`src/hdl/pshb_pkg.sv`:
```
// Package: shared constants, types and back-end state encoding for the PJW bucket hash.
package pshb_pkg;

   localparam int KEY_W       = 8;
   localparam int HASH_W      = 32;
   localparam int PJW_SHIFT   = 4;
   localparam int FOLD_W      = HASH_W - PJW_SHIFT;   // folded hash never has its top nibble set
   localparam int FOLD_POS    = 4;                    // top nibble is XORed back in at bit 4
   localparam int QUEUE_DEPTH = 2;
   localparam int DIV_CNT_W   = $clog2(FOLD_W);

   localparam logic [HASH_W-1:0] TABLE_SIZE_RESET = HASH_W'(1024);

   typedef struct packed {
      logic              push;
      logic [FOLD_W-1:0] hash;
   } hash_push_type;

   typedef struct packed {
      logic              full;
      logic              empty;
      logic [FOLD_W-1:0] head;
   } queue_status_type;

   typedef enum logic [1:0] {
      B_IDLE,
      B_DIV,
      B_DONE
   } back_state_type;

endpackage

```
`src/hdl/pshb_if.sv`:
```
// Interfaces: key byte input, bucket result output and table size write channel.
interface pshb_req_if;
   import pshb_pkg::*;
   logic             valid;
   logic             ready;
   logic [KEY_W-1:0] key_byte;
   logic             last_byte;
   modport source (output valid, output key_byte, output last_byte, input ready);
   modport sink   (input valid, input key_byte, input last_byte, output ready);
endinterface

interface pshb_rsp_if;
   import pshb_pkg::*;
   logic              valid;
   logic              ready;
   logic [HASH_W-1:0] bucket_index;
   modport source (output valid, output bucket_index, input ready);
   modport sink   (input valid, input bucket_index, output ready);
endinterface

interface pshb_csr_if;
   import pshb_pkg::*;
   logic              valid;
   logic              ready;
   logic [HASH_W-1:0] table_size;
   modport source (output valid, output table_size, input ready);
   modport sink   (input valid, input table_size, output ready);
endinterface

```
`src/hdl/pjw_string_hash_bucket_top.sv`:
```
// Top level: PJW string hash of a byte-serial key, reduced modulo a table size.
// Result path: the last key word's hash goes into the hash queue; the back end, once idle,
// pops it, runs the remainder and registers the bucket index for rsp_chan.
// Throughput: one key word per cycle while the hash queue is not full; the back end's
// bit-serial remainder works on one key at a time, so short keys are paced by the divider.
// The hash queue holds QUEUE_DEPTH finished keys so the front keeps taking bytes.
// Reset (synchronous, active high) clears the hash, empties the queue, sets table size to 1024.
module pjw_string_hash_bucket_top #(
   parameter int QUEUE_DEPTH = pshb_pkg::QUEUE_DEPTH
) (
   input  logic       clock,
   input  logic       reset,
   pshb_req_if.sink   req_chan,
   pshb_rsp_if.source rsp_chan,
   pshb_csr_if.sink   csr_chan
);
   import pshb_pkg::*;

   hash_push_type    push;      // finished key hash from the front
   queue_status_type q_status;  // queue occupancy and head word
   logic             pop;

   // front: one key word per cycle, stalls only while the queue is full
   pshb_front u_front (
      .clock      (clock),
      .reset      (reset),
      .req        (req_chan),
      .queue_full (q_status.full),
      .push_out   (push)
   );

   // decouples byte folding from the multi-cycle modulo
   pshb_queue #(
      .DEPTH (QUEUE_DEPTH)
   ) u_queue (
      .clock   (clock),
      .reset   (reset),
      .push_in (push),
      .pop     (pop),
      .status  (q_status)
   );

   // back: remainder unit, table size register and result register
   pshb_back u_back (
      .clock    (clock),
      .reset    (reset),
      .csr      (csr_chan),
      .q_status (q_status),
      .pop      (pop),
      .rsp      (rsp_chan)
   );

endmodule

```
`src/hdl/pshb_front.sv`:
```
// Front end: takes key bytes and folds them into the running PJW hash.
module pshb_front (
   input  logic                    clock,
   input  logic                    reset,
   pshb_req_if.sink                req,
   input  logic                    queue_full,
   output pshb_pkg::hash_push_type push_out
);
   import pshb_pkg::*;

   logic [FOLD_W-1:0] hash_ff, hash_in;
   logic [HASH_W-1:0] sum;
   logic [PJW_SHIFT-1:0] top;
   logic [FOLD_W-1:0] folded;
   logic              accept;

   assign req.ready = !queue_full;
   assign accept    = req.valid && req.ready;

   always_comb begin
      sum    = {hash_ff, {PJW_SHIFT{1'b0}}} + HASH_W'(req.key_byte);
      top    = sum[HASH_W-1 -: PJW_SHIFT];
      folded = sum[FOLD_W-1:0] ^ (FOLD_W'(top) << FOLD_POS);
   end

   always_comb begin
      hash_in = hash_ff;
      if (accept) begin
         hash_in = req.last_byte ? '0 : folded;
      end
   end

   assign push_out.push = accept && req.last_byte;
   assign push_out.hash = folded;

   always_ff @(posedge clock) begin
      if (reset) begin
         hash_ff <= '0;
      end else begin
         hash_ff <= hash_in;
      end
   end

`ifndef ASSERT_OFF
   a_hash_clear: assert property (@(posedge clock) disable iff (reset)
      (accept && req.last_byte) |=> (hash_ff == '0))
      else $error("running hash not cleared after last byte");
`endif

endmodule

```
`src/hdl/pshb_queue.sv`:
```
// Queue: short FIFO of finished key hashes between front and back ends.
module pshb_queue #(
   parameter int DEPTH = pshb_pkg::QUEUE_DEPTH
) (
   input  logic                       clock,
   input  logic                       reset,
   input  pshb_pkg::hash_push_type    push_in,
   input  logic                       pop,
   output pshb_pkg::queue_status_type status
);
   import pshb_pkg::*;

   localparam int PTR_W = (DEPTH > 1) ? $clog2(DEPTH) : 1;
   localparam int CNT_W = $clog2(DEPTH + 1);

   logic [FOLD_W-1:0] mem [DEPTH];
   logic [PTR_W-1:0]  wr_ptr_ff, wr_ptr_in;
   logic [PTR_W-1:0]  rd_ptr_ff, rd_ptr_in;
   logic [CNT_W-1:0]  count_ff, count_in;
   logic              do_push, do_pop;

   assign status.full  = (count_ff == CNT_W'(DEPTH));
   assign status.empty = (count_ff == '0);
   assign status.head  = mem[rd_ptr_ff];

   assign do_push = push_in.push && !status.full;
   assign do_pop  = pop && !status.empty;

   always_comb begin
      wr_ptr_in = wr_ptr_ff;
      rd_ptr_in = rd_ptr_ff;
      count_in  = count_ff;
      if (do_push) begin
         wr_ptr_in = (wr_ptr_ff == PTR_W'(DEPTH - 1)) ? '0 : wr_ptr_ff + 1'b1;
      end
      if (do_pop) begin
         rd_ptr_in = (rd_ptr_ff == PTR_W'(DEPTH - 1)) ? '0 : rd_ptr_ff + 1'b1;
      end
      if (do_push && !do_pop) begin
         count_in = count_ff + 1'b1;
      end else if (do_pop && !do_push) begin
         count_in = count_ff - 1'b1;
      end
   end

   always_ff @(posedge clock) begin
      if (do_push) begin
         mem[wr_ptr_ff] <= push_in.hash;
      end
   end

   always_ff @(posedge clock) begin
      if (reset) begin
         wr_ptr_ff <= '0;
         rd_ptr_ff <= '0;
         count_ff  <= '0;
      end else begin
         wr_ptr_ff <= wr_ptr_in;
         rd_ptr_ff <= rd_ptr_in;
         count_ff  <= count_in;
      end
   end

`ifndef ASSERT_OFF
   a_no_overflow: assert property (@(posedge clock) disable iff (reset)
      push_in.push |-> !status.full)
      else $error("hash pushed into full queue");
   a_count_track: assert property (@(posedge clock) disable iff (reset)
      (do_push && !do_pop) |=> (count_ff == $past(count_ff) + 1'b1))
      else $error("queue count lost a push");
`endif

endmodule

```
`src/hdl/pshb_back.sv`:
```
// Back end: bit-serial modulo of each key hash by table size, plus result register.
module pshb_back (
   input  logic                       clock,
   input  logic                       reset,
   pshb_csr_if.sink                   csr,
   input  pshb_pkg::queue_status_type q_status,
   output logic                       pop,
   pshb_rsp_if.source                 rsp
);
   import pshb_pkg::*;

   back_state_type       state_ff, state_in;
   logic [HASH_W-1:0]    table_size_ff, table_size_in;
   logic [HASH_W-1:0]    div_ff, div_in;
   logic [FOLD_W-1:0]    dvd_ff, dvd_in;
   logic [HASH_W-1:0]    rem_ff, rem_in;
   logic [DIV_CNT_W-1:0] cnt_ff, cnt_in;
   logic                 out_valid_ff, out_valid_in;
   logic [HASH_W-1:0]    out_data_ff, out_data_in;
   logic [HASH_W:0]      shifted;
   logic                 start, step, load;

   assign csr.ready     = 1'b1;
   assign table_size_in = (csr.valid && csr.ready) ? csr.table_size : table_size_ff;

   // next state
   always_comb begin
      state_in = state_ff;
      case (state_ff)
         B_IDLE: begin
            if (!q_status.empty) state_in = B_DIV;
         end
         B_DIV: begin
            if (cnt_ff == '0) state_in = B_DONE;
         end
         B_DONE: begin
            if (!out_valid_ff || rsp.ready) state_in = B_IDLE;
         end
         default: state_in = B_IDLE;
      endcase
   end

   // state outputs
   always_comb begin
      start = 1'b0;
      step  = 1'b0;
      load  = 1'b0;
      case (state_ff)
         B_IDLE:  start = !q_status.empty;
         B_DIV:   step  = 1'b1;
         B_DONE:  load  = !out_valid_ff || rsp.ready;
         default: ;
      endcase
   end

   assign pop = start;

   // restoring remainder, one dividend bit per cycle, MSB first
   always_comb begin
      shifted = {rem_ff, dvd_ff[FOLD_W-1]};
      div_in  = div_ff;
      dvd_in  = dvd_ff;
      rem_in  = rem_ff;
      cnt_in  = cnt_ff;
      if (start) begin
         div_in = table_size_ff;
         dvd_in = q_status.head;
         rem_in = '0;
         cnt_in = DIV_CNT_W'(FOLD_W - 1);
      end else if (step) begin
         dvd_in = dvd_ff << 1;
         cnt_in = cnt_ff - 1'b1;
         if (shifted >= {1'b0, div_ff}) begin
            rem_in = HASH_W'(shifted - {1'b0, div_ff});
         end else begin
            rem_in = shifted[HASH_W-1:0];
         end
      end
   end

   always_comb begin
      out_valid_in = out_valid_ff;
      out_data_in  = out_data_ff;
      if (load) begin
         out_valid_in = 1'b1;
         out_data_in  = (div_ff == '0) ? '0 : rem_ff;   // zero table size gives bucket 0
      end else if (rsp.ready) begin
         out_valid_in = 1'b0;
      end
   end

   assign rsp.valid        = out_valid_ff;
   assign rsp.bucket_index = out_data_ff;

   always_ff @(posedge clock) begin
      div_ff      <= div_in;
      dvd_ff      <= dvd_in;
      rem_ff      <= rem_in;
      cnt_ff      <= cnt_in;
      out_data_ff <= out_data_in;
   end

   always_ff @(posedge clock) begin
      if (reset) begin
         state_ff      <= B_IDLE;
         table_size_ff <= TABLE_SIZE_RESET;
         out_valid_ff  <= 1'b0;
      end else begin
         state_ff      <= state_in;
         table_size_ff <= table_size_in;
         out_valid_ff  <= out_valid_in;
      end
   end

`ifndef ASSERT_OFF
   a_rem_bound: assert property (@(posedge clock) disable iff (reset)
      (state_ff == B_DIV && div_ff != '0) |-> (rem_ff < div_ff))
      else $error("partial remainder not below divisor");
`endif

endmodule

```
`src/flat_wrapper.sv`:
```
// flat-port wrapper written by rule: the top's interface ports become plain ports
module pjw_string_hash_bucket_top_flat import pshb_pkg::*;
#(
   parameter int QUEUE_DEPTH = pshb_pkg::QUEUE_DEPTH
)
  (clock, reset, req_chan_valid, req_chan_key_byte, req_chan_last_byte, req_chan_ready, rsp_chan_valid, rsp_chan_bucket_index, rsp_chan_ready, csr_chan_valid, csr_chan_table_size, csr_chan_ready);
  pshb_req_if req_chan_i ();
  pshb_rsp_if rsp_chan_i ();
  pshb_csr_if csr_chan_i ();
  input  logic clock;
  input  logic reset;
  input wire logic [$bits(req_chan_i.valid)-1:0] req_chan_valid;
  input wire logic [$bits(req_chan_i.key_byte)-1:0] req_chan_key_byte;
  input wire logic [$bits(req_chan_i.last_byte)-1:0] req_chan_last_byte;
  output wire logic [$bits(req_chan_i.ready)-1:0] req_chan_ready;
  output wire logic [$bits(rsp_chan_i.valid)-1:0] rsp_chan_valid;
  output wire logic [$bits(rsp_chan_i.bucket_index)-1:0] rsp_chan_bucket_index;
  input wire logic [$bits(rsp_chan_i.ready)-1:0] rsp_chan_ready;
  input wire logic [$bits(csr_chan_i.valid)-1:0] csr_chan_valid;
  input wire logic [$bits(csr_chan_i.table_size)-1:0] csr_chan_table_size;
  output wire logic [$bits(csr_chan_i.ready)-1:0] csr_chan_ready;
  assign req_chan_i.valid = req_chan_valid;
  assign req_chan_i.key_byte = req_chan_key_byte;
  assign req_chan_i.last_byte = req_chan_last_byte;
  assign req_chan_ready = req_chan_i.ready;
  assign rsp_chan_valid = rsp_chan_i.valid;
  assign rsp_chan_bucket_index = rsp_chan_i.bucket_index;
  assign rsp_chan_i.ready = rsp_chan_ready;
  assign csr_chan_i.valid = csr_chan_valid;
  assign csr_chan_i.table_size = csr_chan_table_size;
  assign csr_chan_ready = csr_chan_i.ready;
  pjw_string_hash_bucket_top #(.QUEUE_DEPTH(QUEUE_DEPTH)) u_core (.clock(clock), .reset(reset), .req_chan(req_chan_i), .rsp_chan(rsp_chan_i), .csr_chan(csr_chan_i));
endmodule
```
`config.mk`:
```
export PLATFORM = sky130hd
export DESIGN_NAME = pjw_string_hash_bucket_top_flat
export DESIGN_NICKNAME = d
export VERILOG_FILES = /design/src/hdl/pshb_pkg.sv /design/src/hdl/pshb_if.sv /design/src/hdl/pjw_string_hash_bucket_top.sv /design/src/hdl/pshb_front.sv /design/src/hdl/pshb_queue.sv /design/src/hdl/pshb_back.sv /design/src/flat_wrapper.sv
export SDC_FILE = /design/constraint.sdc
export NUM_CORES = 1
export LEC_CHECK = 0
export CORE_AREA = 2 2 187 189
export CTS_CLUSTER_DIAMETER = 80
export DETAILED_ROUTE_END_ITERATION = 6
export DIE_AREA = 0 0 189 191
export DONT_BUFFER_PORTS = 1
export GPL_TIMING_DRIVEN = 0
export SYNTH_ARGS = -nofsm -noshare
export SYNTH_HDL_FRONTEND = slang
export SYNTH_SLANG_ARGS = --single-unit
```
`constraint.sdc`:
```
create_clock -name clock -period 2.7 [get_ports clock]
set_input_delay 0 -clock clock [delete_from_list [all_inputs] [get_ports clock]]
set_output_delay 0 -clock clock [all_outputs]
set_load 0.01 [all_outputs]
```
**Word level (Yosys, flattened, before mapping)**

Memory sizes are Yosys's and may differ from the RTL's. A register that Yosys moved wholly into a read port is not among the register bits.
Cells that the tools add are included.
Widths: inputs -> output; s select.

- Output and inout port bits: 35
- Word-level logic and storage cells: 69
- Memories kept: 1
- RAM bits: 56
- Flip-flop bits (word level): 196
- Bits of input ports: 46

Memories:

| memory | depth | width | rd ports | clocked after Yosys merged registers in | wr ports | line | source |
|---|---|---|---|---|---|---|---|
| u_core.u_queue.mem | 2 | 28 | 1 | 1 | 1 | pshb_queue.sv:16 | `logic [FOLD_W-1:0] mem [DEPTH];` |

- Equality and inequality tests: 6
- Add/sub/neg operators: 7
- Reduce and logical (&&, ||, !) cells: 20
- Bitwise gates (word level): 1
- Multiplexer cells: 21
- Order comparisons: 1

Operator list:

| kind | count |
|---|---|
| $mux 28 | 3 |
| $ge 33x32->1 | 1 |
| $add 32x8->32 | 1 |
| $logic_not 32->1 | 1 |
| $mux 32 | 1 |
| $sub 32x32->32 | 1 |
| $xor 28x8->28 | 1 |
| $mux 1 | 11 |
| $mux 2 | 5 |
| $logic_and 1x1->1 | 6 |
| $ne 2x2->1 const B | 3 |
| $pmux 2 s3 | 1 |
| $reduce_bool 2->1 | 3 |
| $logic_not 1->1 | 5 |
| $logic_not 5->1 | 1 |
| $sub 5x1->5 const B | 1 |
| $eq 2x2->1 const B | 2 |
| $logic_not 2->1 | 2 |
| $reduce_and 3->1 | 1 |
| $add 1x1->1 const B | 2 |
| $add 2x1->2 const B | 1 |
| $eq 2x1->1 const B | 1 |
| $sub 2x1->2 const B | 1 |
| $logic_or 1x1->1 | 1 |

**Longest topological paths before layout**

Gate-level depths: netlist of the first run.

- Word-level depth: 9
- Mapped depth: 12

**Cells and area by module**

A second synthesis of the first run with hierarchy kept.

- Cells, all modules: 1066
- Area total of the unflattened synthesis: 11728.7 um2

Modules (own cells, without submodules):

| module | area an instance (um2) | instances | cells an instance |
|---|---|---|---|
| pshb_back | 7901.3 | 1 | 779 |
| pshb_queue | 2234.6 | 1 | 112 |
| pshb_front | 1592.8 | 1 | 175 |

**Worst setup path after synthesis of the first run**

No wires, ideal clock.

- Kind: reg-to-reg
- From: register u_core.u_back.state_ff[0]
- To: register u_core.u_back.dvd_ff[0], enable pin
- Data required time: 2.317 ns
- Setup slack: -0.004 ns
- Cell stages (with the launch flop): 7
- Data arrival time: 2.322 ns
- Cells stage by stage: dfxtp_1 nor2_1 o21ai_1 inv_1 nor2_1 clkbuf_1 inv_1

- Word-level cells in the longest chain between the ends: 3

RTL lines:

| element | line | source |
|---|---|---|
| start: declaration | pshb_back.sv:12 | `back_state_type state_ff, state_in;` |
| start signal: assignment | pshb_back.sv:109 | `state_ff <= state_in;` |
| $logic_not 2->1 | pshb_back.sv:48 | `case (state_ff)` |
| $mux 1 | pshb_back.sv:48 |  |
| named net u_core.pop | pjw_string_hash_bucket_top.sv:21 | `logic pop;` |
| $reduce_bool 2->1 (no source line) | - |  |
| end signal: assignment | pshb_back.sv:97 | `dvd_ff <= dvd_in;` |
| end: declaration | pshb_back.sv:15 | `logic [FOLD_W-1:0] dvd_ff, dvd_in;` |

The timed path passes the listed nets, and every way through them passes these cells.
A chain may end at the register's enable or synchronous reset.

**Final worst setup path of the first run**

- From: register u_core.u_back.div_ff[12]
- To: register u_core.u_back.rem_ff[14]

- Word-level cells in the longest chain between the ends: 2

RTL lines:

| element | line | source |
|---|---|---|
| start: declaration | pshb_back.sv:14 | `logic [HASH_W-1:0] div_ff, div_in;` |
| start signal: assignment | pshb_back.sv:96 | `div_ff <= div_in;` |
| $sub 32x32->32 / $ge 33x32->1 (equally long branches) | pshb_back.sv:74, pshb_back.sv:73 |  |
| $mux 32 * | pshb_back.sv:73 | `if (shifted >= {1'b0, div_ff}) begin` |
| end signal: assignment | pshb_back.sv:98 | `rem_ff <= rem_in;` |
| end: declaration | pshb_back.sv:16 | `logic [HASH_W-1:0] rem_ff, rem_in;` |

Mark *: on every way between the ends. The rest lies on a longest branch, timed or not.

==> flow_summary.html, run 1 <==
<table>
<tr><th>Metric</th><th>Value</th></tr>
<tr><th colspan="2">Run status</th></tr>
<tr><td>Result of the run</td><td>complete, but fails checks</td></tr>
<tr><td>Violated checks</td><td>setup timing</td></tr>
<tr><th colspan="2">Synth</th></tr>
<tr><td>Share of flip-flops with an asynchronous set or reset</td><td>0%</td></tr>
<tr><td>Most used flip-flop cell after synthesis</td><td>edfxtp_1</td></tr>
<tr><td>Biggest area consumer among synthesized cells</td><td>edfxtp_1</td></tr>
<tr><td>Leading cell types by total area after synthesis</td><td>edfxtp_1 (38%), dfxtp_1 (18%), mux2i_1 (6.9%), ha_1 (4.1%), xnor2_1 (3.4%)</td></tr>
<tr><td>Number of nets produced by synthesis</td><td>1152</td></tr>
<tr><td>Number of synthesized flops with an enable pin</td><td>148</td></tr>
<tr><td>Avg Inst Size Synth</td><td>11.0 sq um</td></tr>
<tr><td>Most instantiated cells after synthesis</td><td>edfxtp_1 (148), dfxtp_1 (105), nor2_1 (86)</td></tr>
<tr><td>FF+latch count, synth</td><td>253</td></tr>
<tr><td>Syn. warnings</td><td>0</td></tr>
<tr><td>Count of unique library cells instantiated by Yosys</td><td>60</td></tr>
<tr><td>Top-area cell type share of the netlist area</td><td>37.9%</td></tr>
<tr><td>Synthesized instance count</td><td>1066</td></tr>
<tr><td>Sequential area share after synthesis</td><td>55.8%</td></tr>
<tr><td>Area of the mapped netlist</td><td>11700 sq um</td></tr>
<tr><td>Most used standard cell by instance count after synthesis</td><td>edfxtp_1</td></tr>
<tr><th colspan="2">Global route</th></tr>
<tr><td>Pin count of the biggest net entering global routing</td><td>33</td></tr>
<tr><td>Vias in the first global route</td><td>8306</td></tr>
<tr><td>Total congestion overflow</td><td>0</td></tr>
<tr><td>Antenna violations before repair</td><td>1</td></tr>
<tr><td>Global-route wire length before repair</td><td>44800 microns</td></tr>
<tr><td>Global-route usage over all layers</td><td>15.7%</td></tr>
<tr><th colspan="2">Cells and area</th></tr>
<tr><td>Cell Count, Final, Fillers Out</td><td>1661</td></tr>
<tr><td>Layout Cell Area excl Fill</td><td>14500 sq um</td></tr>
<tr><td>Fill cells</td><td>3199</td></tr>
<tr><td>Area growth syn-to-layout</td><td>23.8%</td></tr>
<tr><td>Number of nets in the layout</td><td>1269</td></tr>
<tr><td>Register area</td><td>6550 sq um</td></tr>
<tr><td>Share of cells above drive strength 1</td><td>14.4%</td></tr>
<tr><td>Multi-input gate area</td><td>5200 sq um</td></tr>
<tr><th colspan="2">Pwr</th></tr>
<tr><td>IR Drop Worst-Case VDD</td><td>0.631 mV</td></tr>
<tr><td>Leak</td><td>5.43 nW</td></tr>
<tr><td>Pwr/cell area</td><td>918 nW/um^2</td></tr>
<tr><th colspan="2">Routing</th></tr>
<tr><td>Routed wire length per instance</td><td>17.7 microns</td></tr>
<tr><td>Number of DRC markers in iteration 0</td><td>676</td></tr>
<tr><td>Antenna violation net count after detailed routing</td><td>0</td></tr>
<tr><td>Detail-routed via count per cell</td><td>5.04</td></tr>
<tr><td>DRC violations left</td><td>0</td></tr>
<tr><td>Vias</td><td>8367</td></tr>
<tr><td>Post-Route WL</td><td>29300 microns</td></tr>
<tr><td>Drt pass-1 iters</td><td>5</td></tr>
<tr><th colspan="2">Timing</th></tr>
<tr><td>Total negative slack for setup checks</td><td>-0.332 ns</td></tr>
<tr><td>Worst Slack Setup Final</td><td>-0.0359 ns</td></tr>
<tr><td>Final count of negative-setup-slack endpoints</td><td>18</td></tr>
<tr><td>Unrepaired setup endpoints after global routing</td><td>yes</td></tr>
<tr><td>Largest clock skew in the final design</td><td>0.0127 ns</td></tr>
<tr><td>Final hold violations</td><td>0</td></tr>
<tr><td>Hold_ws</td><td>0.0442 ns</td></tr>
<tr><td>Highest attainable clock frequency</td><td>0.366 GHz</td></tr>
<tr><td>Tightest Pin Transition</td><td>0.918 ns</td></tr>
<tr><td>Number of slew-limit violations in the final report</td><td>0</td></tr>
<tr><td>Worst max-slew margin expressed relative to the limit</td><td>38.7%</td></tr>
<tr><td>Clock period minus final worst setup slack</td><td>2.74 ns</td></tr>
<tr><td>Fraction of the cycle the final worst path needs</td><td>101%</td></tr>
<tr><th colspan="2">Clocking</th></tr>
<tr><td>H-tree Lvls</td><td>1</td></tr>
<tr><td>Total CTS buffers</td><td>28</td></tr>
<tr><td>CTS root buffer</td><td>clkbuf_16</td></tr>
<tr><td>Maximum buffer depth of the clock tree</td><td>3</td></tr>
<tr><td>Clock latency of the later-clocked register in the worst-skew pair</td><td>0.55 ns</td></tr>
<tr><td>TritonCTS clock tree</td><td>done</td></tr>
<tr><td>Clock Pin Slew Worst Setup and Hold Paths</td><td>0.06 ns</td></tr>
<tr><td>Clock Sinks</td><td>253</td></tr>
<tr><th colspan="2">Setup path</th></tr>
<tr><td>Worst R2R Setup Slack</td><td>-0.04 ns</td></tr>
<tr><td>Worst setup startpoint</td><td>u_core.u_back.div_ff[12]</td></tr>
<tr><td>Worst reg2reg path depth</td><td>11</td></tr>
<tr><td>Critical Path End Type</td><td>flip-flop</td></tr>
<tr><td>CP max FO</td><td>6</td></tr>
<tr><td>Reg2reg end</td><td>u_core.u_back.rem_ff[14]</td></tr>
<tr><td>Setup crit end</td><td>u_core.u_back.rem_ff[14]</td></tr>
<tr><td>Required time reported for the critical path endpoint</td><td>3.11 ns</td></tr>
<tr><td>Reg-to-reg startpoint</td><td>u_core.u_back.div_ff[12]</td></tr>
<tr><td>Arrival time reported for the critical path endpoint</td><td>3.15 ns</td></tr>
<tr><td>Type of element launching the critical path</td><td>flip-flop</td></tr>
<tr><td>Class of the most critical setup path</td><td>reg -&gt; reg</td></tr>
<tr><th colspan="2">Placed design</th></tr>
<tr><td>DP Area</td><td>12300 sq um</td></tr>
<tr><td>Detailed-placement wirelength estimate</td><td>19700 microns</td></tr>
<tr><td>Number of I/O port buffers</td><td>0</td></tr>
<tr><td>Final weighted congestion in routability-driven placement</td><td>0.875</td></tr>
<tr><td>Dpl ws</td><td>-1.27 ns</td></tr>
<tr><td>Placed cell count</td><td>1521</td></tr>
<tr><th colspan="2">Die</th></tr>
<tr><td>Die Span X</td><td>189 microns</td></tr>
<tr><td>I/O pin count</td><td>81</td></tr>
<tr><td>Die Ht</td><td>191 microns</td></tr>
<tr><td>Die area</td><td>36100 sq um</td></tr>
<tr><td>Starting density of the core</td><td>34.4%</td></tr>
<tr><td>Area of the core</td><td>34100 sq um</td></tr>
<tr><td>Std cell rows</td><td>68</td></tr>
<tr><th colspan="2">Hold path</th></tr>
<tr><td>Class of the most critical hold timing path</td><td>in -&gt; reg</td></tr>
<tr><th colspan="2">Job</th></tr>
<tr><td>Max Cap Violations</td><td>0</td></tr>
</table>
## per-layer routing
| layer | vias up | track usage (%) | part of all wire (%) |
|---|---|---|---|
| met5 | - | 0 | 0 |
| met1 | 4059 | 20.1 | 44 |
| met2 | 205 | 26.9 | 49 |
| li1 | 4054 | - | - |
| met4 | 0 | 4.66 | 2.4 |
| met3 | 49 | 2.81 | 4.5 |
## power by group
part,internal (W),switching [W]
logic,0.00167,0.00261
registers,0.00500,0.000379
clock network,0.00211,0.00156
total,0.00878,0.00455
## worst min path at each step
stage | startpoint | end | slack, ns | cells past startpoint
after floorplan | req_chan_key_byte[0] | u_core.u_queue.mem[0][0] | 0.1 | 0
after detailed placement | req_chan_key_byte[1] | u_core.u_queue.mem[1][1] | 0.1 | 0
after CTS | req_chan_valid | u_core.u_front.hash_ff[5] | 0.03 | 4
final | reset | u_core.u_back.table_size_ff[9] | 0.04 | 3
after global placement | req_chan_key_byte[1] | u_core.u_queue.mem[1][1] | 0.1 | 0
after global routing | req_chan_key_byte[4] | u_core.u_queue.mem[1][4] | 0.04 | 3
## flip-flops by register name, indices dropped and copies added (netlist names), named ones only
| name | flops |
|---|---|
| u_core.u_back.cnt_ff | 5 |
| u_core.u_queue.count_ff | 2 |
| u_core.u_front.hash_ff | 28 |
| u_core.u_back.rem_ff | 32 |
| u_core.u_queue.rd_ptr_ff | 1 |
| u_core.u_back.state_ff | 2 |
| u_core.u_back.dvd_ff | 28 |
| u_core.u_queue.wr_ptr_ff | 1 |
| u_core.u_back.rsp.valid | 1 |
| u_core.u_back.rsp.bucket_index | 32 |
| u_core.u_back.div_ff | 32 |
| u_core.u_back.table_size_ff | 32 |
| u_core.u_queue.mem | 56 |
## layout by cell type, fill, tap and decap left out, types with 40 or more instances in the layout
| cell type | n |
|---|---|
| inv_1 | 41 |
| a21oi_1 | 40 |
| edfxtp_1 | 148 |
| dfxtp_1 | 105 |
| nor2b_1 | 42 |
| clkbuf_1 | 41 |
| buf_4 | 47 |
| o21ai_0 | 43 |
| mux2i_1 | 80 |
| nand2_1 | 84 |
| xnor2_1 | 46 |
| dlygate4sd3_1 | 41 |
| nor2_1 | 84 |
## layout make-up
| type | count | share of cell area (%) |
|---|---|---|
| diodes | 1 | 0.0172 |
| inverters | 47 | 1.27 |
| repair buffers | 90 | 5.80 |
| flip-flops and latches | 253 | 45.1 |
| clock buffers | 41 | 5.37 |
| well taps | 455 | 3.92 |
| clock inverters | 11 | 0.792 |
| plain buffers | 50 | 1.88 |
| multi-input cells | 711 | 35.8 |
| repair inverters | 2 | 0.0861 |
## cells by family after synthesis
| group | after synthesis | share of synthesized area (%) |
|---|---|---|
| simple gates | 309 | 12.7 |
| mux | 82 | 7.01 |
| fa+ha+maj | 40 | 4.39 |
| buf+inv | 103 | 3.57 |
| compound gates | 213 | 11.6 |
| flops | 253 | 55.8 |
| other cells | 1 | 0.0320 |
| xor+xnor | 65 | 4.85 |
## worst max-delay path, cell delays in order, from the launching register on
cell and delay (ns):
edfxtp_1 0.44, inv_1 0.11, ha_4 0.32, o21a_1 0.13, nor2_1 0.05, or3_4 0.38
o31a_4 0.40, o21ai_4 0.20, buf_12 0.16, clkbuf_16 0.15, mux2i_1 0.18, o21ai_1 0.07
## what timing repair did
item / 4_1_cts / 5_1_grt
endpoints found under the hold margin: 99 / 0
resized for setup: 36 / 69
setup endpoints to repair: 109 / 91
setup buffers: 14 / 32
pin swaps: 11 / 23
cloned: 2 / 4
hold buffers: 41 / 0
## stage by stage
| step | power, W | utilization, % |
|---|---|---|
| floorplan | 0.00777 | - |
| global placement | 0.00874 | 36.1 |
| detailed placement | 0.00881 | 36.1 |
| CTS | 0.0129 | 40.8 |
| global route | 0.0140 | 42.6 |
| finish | 0.0133 | 42.6 |
Power figures use the tool's default switching activity.
==> inputs of run 2 (changes only) <==
CTS_BUF_LIST = sky130_fd_sc_hd__clkbuf_4 sky130_fd_sc_hd__clkbuf_8   (was default)
CTS_CLUSTER_DIAMETER = 50   (was 80)
MAX_ROUTING_LAYER = met4   (was default)
==> flow_summary.html, run 2 (same netlist as run 1, synthesis figures left out) <==
<table>
<tr><th>Metric</th><th>Value</th></tr>
<tr><th colspan="2">Timing</th></tr>
<tr><td>Total negative slack for setup checks</td><td>-0.0499 ns</td></tr>
<tr><td>Worst Slack Setup Final</td><td>-0.0214 ns</td></tr>
<tr><td>Highest attainable clock frequency</td><td>0.367 GHz</td></tr>
<tr><td>Fraction of the cycle the final worst path needs</td><td>101%</td></tr>
<tr><td>Clock period minus final worst setup slack</td><td>2.72 ns</td></tr>
<tr><td>Worst max-slew margin expressed relative to the limit</td><td>36.6%</td></tr>
<tr><td>Unrepaired setup endpoints after global routing</td><td>yes</td></tr>
<tr><td>Number of slew-limit violations in the final report</td><td>0</td></tr>
<tr><td>Final count of negative-setup-slack endpoints</td><td>5</td></tr>
<tr><td>Largest clock skew in the final design</td><td>0.0319 ns</td></tr>
<tr><td>Tightest Pin Transition</td><td>0.949 ns</td></tr>
<tr><td>Final hold violations</td><td>0</td></tr>
<tr><th colspan="2">Routing</th></tr>
<tr><td>DRC violations left</td><td>0</td></tr>
<tr><td>Routed wire length per instance</td><td>17.4 microns</td></tr>
<tr><td>Vias</td><td>8533</td></tr>
<tr><td>Antenna violation net count after detailed routing</td><td>0</td></tr>
<tr><td>Detail-routed via count per cell</td><td>5.02</td></tr>
<tr><td>Post-Route WL</td><td>29700 microns</td></tr>
<tr><td>Number of DRC markers in iteration 0</td><td>696</td></tr>
<tr><td>Drt pass-1 iters</td><td>7</td></tr>
<tr><th colspan="2">Global route</th></tr>
<tr><td>Global-route wire length before repair</td><td>45000 microns</td></tr>
<tr><td>Pin count of the biggest net entering global routing</td><td>33</td></tr>
<tr><td>Antenna violations before repair</td><td>4</td></tr>
<tr><td>Global-route usage over all layers</td><td>16.4%</td></tr>
<tr><td>Vias in the first global route</td><td>8329</td></tr>
<tr><td>Total congestion overflow</td><td>0</td></tr>
<tr><th colspan="2">Placed design</th></tr>
<tr><td>Dpl ws</td><td>-1.27 ns</td></tr>
<tr><td>Detailed-placement wirelength estimate</td><td>19800 microns</td></tr>
<tr><td>Number of I/O port buffers</td><td>0</td></tr>
<tr><td>Placed cell count</td><td>1521</td></tr>
<tr><td>Final weighted congestion in routability-driven placement</td><td>0.886</td></tr>
<tr><th colspan="2">Die</th></tr>
<tr><td>I/O pin count</td><td>81</td></tr>
<tr><td>Die area</td><td>36100 sq um</td></tr>
<tr><td>Starting density of the core</td><td>34.4%</td></tr>
<tr><td>Die Ht</td><td>191 microns</td></tr>
<tr><td>Die Span X</td><td>189 microns</td></tr>
<tr><td>Area of the core</td><td>34100 sq um</td></tr>
<tr><td>Std cell rows</td><td>68</td></tr>
<tr><th colspan="2">Cells and area</th></tr>
<tr><td>Commonest non-fill, non-tap cells in the layout</td><td>edfxtp_1 (148), dfxtp_1 (105), nor2_1 (84), nand2_1 (84), mux2i_1 (80)</td></tr>
<tr><td>Area growth syn-to-layout</td><td>25.2%</td></tr>
<tr><td>Share of cells above drive strength 1</td><td>18.2%</td></tr>
<tr><td>Commonest non-fill, non-tap cell in the layout</td><td>edfxtp_1</td></tr>
<tr><td>Number of nets in the layout</td><td>1290</td></tr>
<tr><td>Post-layout util</td><td>43.1%</td></tr>
<tr><td>Register name with the most flops</td><td>u_core.u_queue.mem</td></tr>
<tr><td>Cell Count, Final, Fillers Out</td><td>1701</td></tr>
<tr><td>Max reg flops</td><td>56</td></tr>
<tr><th colspan="2">Setup path</th></tr>
<tr><td>Worst R2R Setup Slack</td><td>-0.02 ns</td></tr>
<tr><td>Worst setup startpoint</td><td>u_core.u_back.div_ff[15]</td></tr>
<tr><td>Sequence of cells on the critical path</td><td>inv_2 &gt; ha_4 &gt; buf_6 &gt; nand2_1 &gt; or3_4 &gt; o31a_4 &gt; o21ai_4 &gt; buf_12 &gt; buf_12 &gt; mux2i_2 &gt; o21ai_1</td></tr>
<tr><td>Arrival time reported for the critical path endpoint</td><td>3.17 ns</td></tr>
<tr><td>Type of element launching the critical path</td><td>flip-flop</td></tr>
<tr><td>Reg-to-reg startpoint</td><td>u_core.u_back.div_ff[15]</td></tr>
<tr><td>Critical Path End Type</td><td>flip-flop</td></tr>
<tr><td>Biggest cell delay along the critical path</td><td>0.45 ns</td></tr>
<tr><td>Class of the most critical setup path</td><td>reg -&gt; reg</td></tr>
<tr><td>Required time reported for the critical path endpoint</td><td>3.14 ns</td></tr>
<tr><td>CP max FO</td><td>6</td></tr>
<tr><td>Most common cell type on the critical path</td><td>buf_12</td></tr>
<tr><td>Cell with the largest stage delay on the worst path</td><td>edfxtp_1</td></tr>
<tr><th colspan="2">Clocking</th></tr>
<tr><td>CTS root buffer</td><td>clkbuf_8</td></tr>
<tr><td>TritonCTS clock tree</td><td>done</td></tr>
<tr><td>Total CTS buffers</td><td>46</td></tr>
<tr><td>Clock Sinks</td><td>253</td></tr>
<tr><td>Clock Pin Slew Worst Setup and Hold Paths</td><td>0.06 ns</td></tr>
<tr><td>Maximum buffer depth of the clock tree</td><td>3</td></tr>
<tr><td>H-tree Lvls</td><td>2</td></tr>
<tr><td>Clock latency of the later-clocked register in the worst-skew pair</td><td>0.58 ns</td></tr>
<tr><th colspan="2">Pwr</th></tr>
<tr><td>Pwr/cell area</td><td>916 nW/um^2</td></tr>
<tr><td>Total power of the final layout</td><td>0.0135 W</td></tr>
<tr><td>IR Drop Worst-Case VDD</td><td>0.469 mV</td></tr>
<tr><td>Leak</td><td>5.54 nW</td></tr>
<tr><th colspan="2">Run status</th></tr>
<tr><td>Violated checks</td><td>setup timing</td></tr>
<tr><td>Result of the run</td><td>complete, but fails checks</td></tr>
<tr><th colspan="2">Hold path</th></tr>
<tr><td>Startpoint of the lowest-slack hold path</td><td>req_chan_key_byte[4]</td></tr>
<tr><td>Class of the most critical hold timing path</td><td>in -&gt; reg</td></tr>
<tr><th colspan="2">Job</th></tr>
<tr><td>Max Cap Violations</td><td>0</td></tr>
</table>
[run 2: layout make-up]
class / count / area (sq um)
repair inverters: 2 / 12.5
clock buffers: 71 / 858
repair buffers: 93 / 875
plain buffers: 50 / 268
multi-input cells: 711 / 5250
flip-flops and latches: 253 / 6550
inverters: 47 / 184
well taps: 455 / 569
fillers: 3213 / 19400
clock inverters: 15 / 126
diodes: 4 / 10.0
[run 2: metal layers]
metal	part of all wire (%)	up-vias	track usage, %	routed length (microns)
met4	2.5	0	5.71	752
li1	-	4130	-	-
met5	0	-	-	0
met1	45	4111	20.5	13300
met3	5.0	63	3.19	1490
met2	48	229	26.6	14100
[run 2: power by group]
| group | switching (W) | total, W | internal, W |
|---|---|---|---|
| clock network | 0.00162 | 0.00377 | 0.00215 |
| logic | 0.00263 | 0.00433 | 0.00169 |
| registers | 0.000370 | 0.00537 | 0.00500 |
[run 2: critical path: cells and delay by family, from the launching register on]
kind	cells	cell delay [ns]
AO/OA/AOI/OAI	3	0.71
AND/OR/NAND/NOR	2	0.47
buffers and inverters	4	0.47
flip-flops	1	0.45
adder cells (fa/ha/maj)	1	0.26
multiplexers	1	0.22
[run 2: through the flow]
stage	cell area, sq um	hold WS (ns)
final	14700	0.0256
after global routing	14700	0.0487
after CTS	14100	0.00138
after detailed placement	12300	0.0992
after global placement	12300	0.0992
after floorplan	11700	0.0989
[run 2: worst paths after layout]
kind	end	depth (start not counted)
max	u_core.u_back.rem_ff[11]	11
min	u_core.u_queue.mem[0][4]	3
max reg2reg	u_core.u_back.rem_ff[11]	11
min reg2reg	u_core.u_back.div_ff[2]	0
[run 2: timing repair]
item / CTS / global route
pin swaps: 15 / 25
endpoints found under the setup margin: 108 / 75
setup buffers: 14 / 36
gates resized for setup: 40 / 68
cloned: 2 / 3
hold buffers: 42 / 0
hold endpoints to repair: 102 / 0
==> inputs of run 3 (changes only) <==
clock period = 3.4 ns   (was 2.7 ns; I/O delays follow)
==> flow_summary.html, run 3 (same netlist as run 1, synthesis figures left out) <==
<table>
<tr><th>Metric</th><th>Value</th></tr>
<tr><th colspan="2">Cells and area</th></tr>
<tr><td>Multi-input gate area</td><td>4790 sq um</td></tr>
<tr><td>Number of nets in the layout</td><td>1245</td></tr>
<tr><td>Area growth syn-to-layout</td><td>17.4%</td></tr>
<tr><td>Register name with the most flops</td><td>u_core.u_queue.mem</td></tr>
<tr><td>Fill cells</td><td>3308</td></tr>
<tr><td>Commonest non-fill, non-tap cell in the layout</td><td>edfxtp_1</td></tr>
<tr><td>Commonest non-fill, non-tap cells in the layout</td><td>edfxtp_1 (148), dfxtp_1 (105), nor2_1 (85), nand2_1 (85), mux2i_1 (81)</td></tr>
<tr><td>Register area</td><td>6550 sq um</td></tr>
<tr><td>Max reg flops</td><td>56</td></tr>
<tr><td>Share of cells above drive strength 1</td><td>9.54%</td></tr>
<tr><th colspan="2">Setup path</th></tr>
<tr><td>Critical Path End Type</td><td>flip-flop</td></tr>
<tr><td>Cell with the largest stage delay on the worst path</td><td>o311ai_1</td></tr>
<tr><td>Worst setup startpoint</td><td>u_core.u_back.dvd_ff[27]</td></tr>
<tr><td>Reg2reg end</td><td>u_core.u_back.rem_ff[28]</td></tr>
<tr><td>Required time reported for the critical path endpoint</td><td>3.84 ns</td></tr>
<tr><td>Number of buffer and inverter stages on the critical path</td><td>2</td></tr>
<tr><td>Class of the most critical setup path</td><td>reg -&gt; reg</td></tr>
<tr><td>Arrival time reported for the critical path endpoint</td><td>3.62 ns</td></tr>
<tr><td>Type of element launching the critical path</td><td>flip-flop</td></tr>
<tr><td>CP max FO</td><td>5</td></tr>
<tr><td>Biggest cell delay along the critical path</td><td>0.54 ns</td></tr>
<tr><td>Kind of cell with the highest combined delay on the critical path</td><td>compound AO/OA/AOI/OAI gates</td></tr>
<tr><td>Setup crit end</td><td>u_core.u_back.rem_ff[28]</td></tr>
<tr><td>Sequence of cells on the critical path</td><td>inv_1 &gt; ha_1 &gt; inv_1 &gt; fa_1 &gt; a211oi_1 &gt; o21bai_1 &gt; o2111ai_2 &gt; a211oi_1 &gt; o311ai_1 &gt; mux2i_1 &gt; and3_1 &gt; o21ai_1</td></tr>
<tr><td>Worst R2R Setup Slack</td><td>0.22 ns</td></tr>
<tr><td>Number of gates on the worst path with buffers counted</td><td>12</td></tr>
<tr><td>Worst reg2reg path depth</td><td>12</td></tr>
<tr><td>Reg-to-reg startpoint</td><td>u_core.u_back.dvd_ff[27]</td></tr>
<tr><th colspan="2">Routing</th></tr>
<tr><td>Detail-routed via count per cell</td><td>4.98</td></tr>
<tr><td>Routed wire length per instance</td><td>17.2 microns</td></tr>
<tr><td>Drt pass-1 iters</td><td>5</td></tr>
<tr><td>Antenna violation net count after detailed routing</td><td>0</td></tr>
<tr><td>Vias</td><td>8245</td></tr>
<tr><td>DRC violations left</td><td>0</td></tr>
<tr><td>Post-Route WL</td><td>28500 microns</td></tr>
<tr><td>Number of DRC markers in iteration 0</td><td>485</td></tr>
<tr><th colspan="2">Die</th></tr>
<tr><td>Die area</td><td>36100 sq um</td></tr>
<tr><td>Std cell rows</td><td>68</td></tr>
<tr><td>Starting density of the core</td><td>34.4%</td></tr>
<tr><td>Area of the core</td><td>34100 sq um</td></tr>
<tr><td>Die Span X</td><td>189 microns</td></tr>
<tr><td>I/O pin count</td><td>81</td></tr>
<tr><td>Die Ht</td><td>191 microns</td></tr>
<tr><th colspan="2">Global route</th></tr>
<tr><td>Antenna violations before repair</td><td>5</td></tr>
<tr><td>Pin count of the biggest net entering global routing</td><td>33</td></tr>
<tr><td>Global-route usage over all layers</td><td>16.4%</td></tr>
<tr><td>Total congestion overflow</td><td>0</td></tr>
<tr><td>Global-route wire length before repair</td><td>45000 microns</td></tr>
<tr><td>Vias in the first global route</td><td>8301</td></tr>
<tr><th colspan="2">Timing</th></tr>
<tr><td>Worst Slack Setup Final</td><td>0.224 ns</td></tr>
<tr><td>Unrepaired setup endpoints after global routing</td><td>no</td></tr>
<tr><td>Number of slew-limit violations in the final report</td><td>0</td></tr>
<tr><td>Worst max-slew margin expressed relative to the limit</td><td>27.4%</td></tr>
<tr><td>Final count of negative-setup-slack endpoints</td><td>0</td></tr>
<tr><td>Highest attainable clock frequency</td><td>0.315 GHz</td></tr>
<tr><td>Total negative slack for setup checks</td><td>0 ns</td></tr>
<tr><td>Largest clock skew in the final design</td><td>0.0241 ns</td></tr>
<tr><td>Clock period minus final worst setup slack</td><td>3.18 ns</td></tr>
<tr><td>Final hold violations</td><td>0</td></tr>
<tr><td>Fraction of the cycle the final worst path needs</td><td>93.4%</td></tr>
<tr><td>Hold_ws</td><td>0.0327 ns</td></tr>
<tr><td>Tightest Pin Transition</td><td>1.09 ns</td></tr>
<tr><th colspan="2">Clocking</th></tr>
<tr><td>H-tree Lvls</td><td>2</td></tr>
<tr><td>CTS root buffer</td><td>clkbuf_8</td></tr>
<tr><td>Clock latency of the later-clocked register in the worst-skew pair</td><td>0.58 ns</td></tr>
<tr><td>Clock Sinks</td><td>253</td></tr>
<tr><td>Maximum buffer depth of the clock tree</td><td>3</td></tr>
<tr><td>TritonCTS clock tree</td><td>done</td></tr>
<tr><td>Clock Pin Slew Worst Setup and Hold Paths</td><td>0.06 ns</td></tr>
<tr><td>Total CTS buffers</td><td>44</td></tr>
<tr><th colspan="2">Placed design</th></tr>
<tr><td>Detailed-placement wirelength estimate</td><td>20100 microns</td></tr>
<tr><td>Dpl ws</td><td>-0.627 ns</td></tr>
<tr><td>Number of I/O port buffers</td><td>0</td></tr>
<tr><td>Final weighted congestion in routability-driven placement</td><td>0.903</td></tr>
<tr><th colspan="2">Pwr</th></tr>
<tr><td>Leak</td><td>5.20 nW</td></tr>
<tr><td>IR Drop Worst-Case VDD</td><td>0.376 mV</td></tr>
<tr><td>Pwr/cell area</td><td>730 nW/um^2</td></tr>
<tr><th colspan="2">Job</th></tr>
<tr><td>Max Cap Violations</td><td>0</td></tr>
<tr><th colspan="2">Run status</th></tr>
<tr><td>Result of the run</td><td>complete, no violations</td></tr>
<tr><th colspan="2">Hold path</th></tr>
<tr><td>Class of the most critical hold timing path</td><td>in -&gt; reg</td></tr>
</table>
-- run 3: changes by cell type in the layout (fill, tap and decap cells not counted), sizes merged --
cell | before | now
buf | 67 | 19
bufinv | 1 | 2
clkbuf | 105 | 106
inv | 46 | 48
nor2 | 87 | 86
diode | 4 | 5
clkinv | 10 | 6
dlygate4sd3 | 42 | 44
-- run 3: metrics by stage --
step                total power [W]  utilization (%)  cell area (sq um)  std cells
global placement            0.00693             36.1              12300       1521
detailed placement          0.00699             36.1              12300       1521
floorplan                   0.00615                -              11700       1066
global route                 0.0107             40.4              13800       1655
finish                       0.0101             40.4              13800       1655
CTS                          0.0102             40.3              13800       1650
-- run 3: power breakdown --
group | switching [W] | internal (W) | total [W]
Combinational | 0.00188 | 0.000917 | 0.00280
Clock | 0.00128 | 0.00173 | 0.00300
Sequential | 0.000279 | 0.00398 | 0.00425
-- run 3: layout make-up --
class | count | share of cell area, %
Timing Repair inverter | 2 | 0.0908
Buffer | 56 | 1.77
Tap cell | 455 | 4.13
Antenna cell | 5 | 0.0908
Clock inverter | 14 | 1.02
Inverter | 47 | 1.34
Sequential cell | 253 | 47.5
Timing Repair Buffer | 45 | 3.25
Clock buffer | 68 | 6.02
Multi-Input combinational cell | 710 | 34.8
-- run 3: repair_timing --
| item | 4_1_cts | 5_1_grt |
|---|---|---|
| gates cloned | 2 | 0 |
| hold endpoints to repair | 105 | 0 |
| setup buffers | 1 | 0 |
| hold buffers | 44 | 0 |
| gates resized for setup | 4 | 1 |
| endpoints found under the setup margin | 28 | 1 |
| pin swaps | 0 | 0 |
-- run 3: worst min path at each step --
stage | start | endpoint | cells past startpoint
floorplan | req_chan_key_byte[0] | u_core.u_queue.mem[0][0] | 0
global placement | req_chan_key_byte[1] | u_core.u_queue.mem[1][1] | 0
detailed placement | req_chan_key_byte[1] | u_core.u_queue.mem[0][1] | 0
CTS | req_chan_valid | u_core.u_front.hash_ff[10] | 4
global route | req_chan_valid | u_core.u_front.hash_ff[8] | 4
finish | reset | u_core.u_back.table_size_ff[6] | 3
-- run 3: worst min-delay path, stage by stage --
cell and delay (ns):
clkbuf_1 0.17, clkbuf_1 0.26, nor2_1 0.14
-- run 3: layer usage --
| layer | vias up | part of all wire (%) | track usage (%) | wire [microns] |
|---|---|---|---|---|
| li1 | 4044 | - | - | - |
| met1 | 3962 | 44 | 19.9 | 12700 |
| met2 | 192 | 49 | 27.5 | 13900 |
| met3 | 47 | 5.0 | 3.40 | 1430 |
| met4 | 0 | 2.0 | 5.11 | 578 |
| met5 | - | 0 | - | 0 |
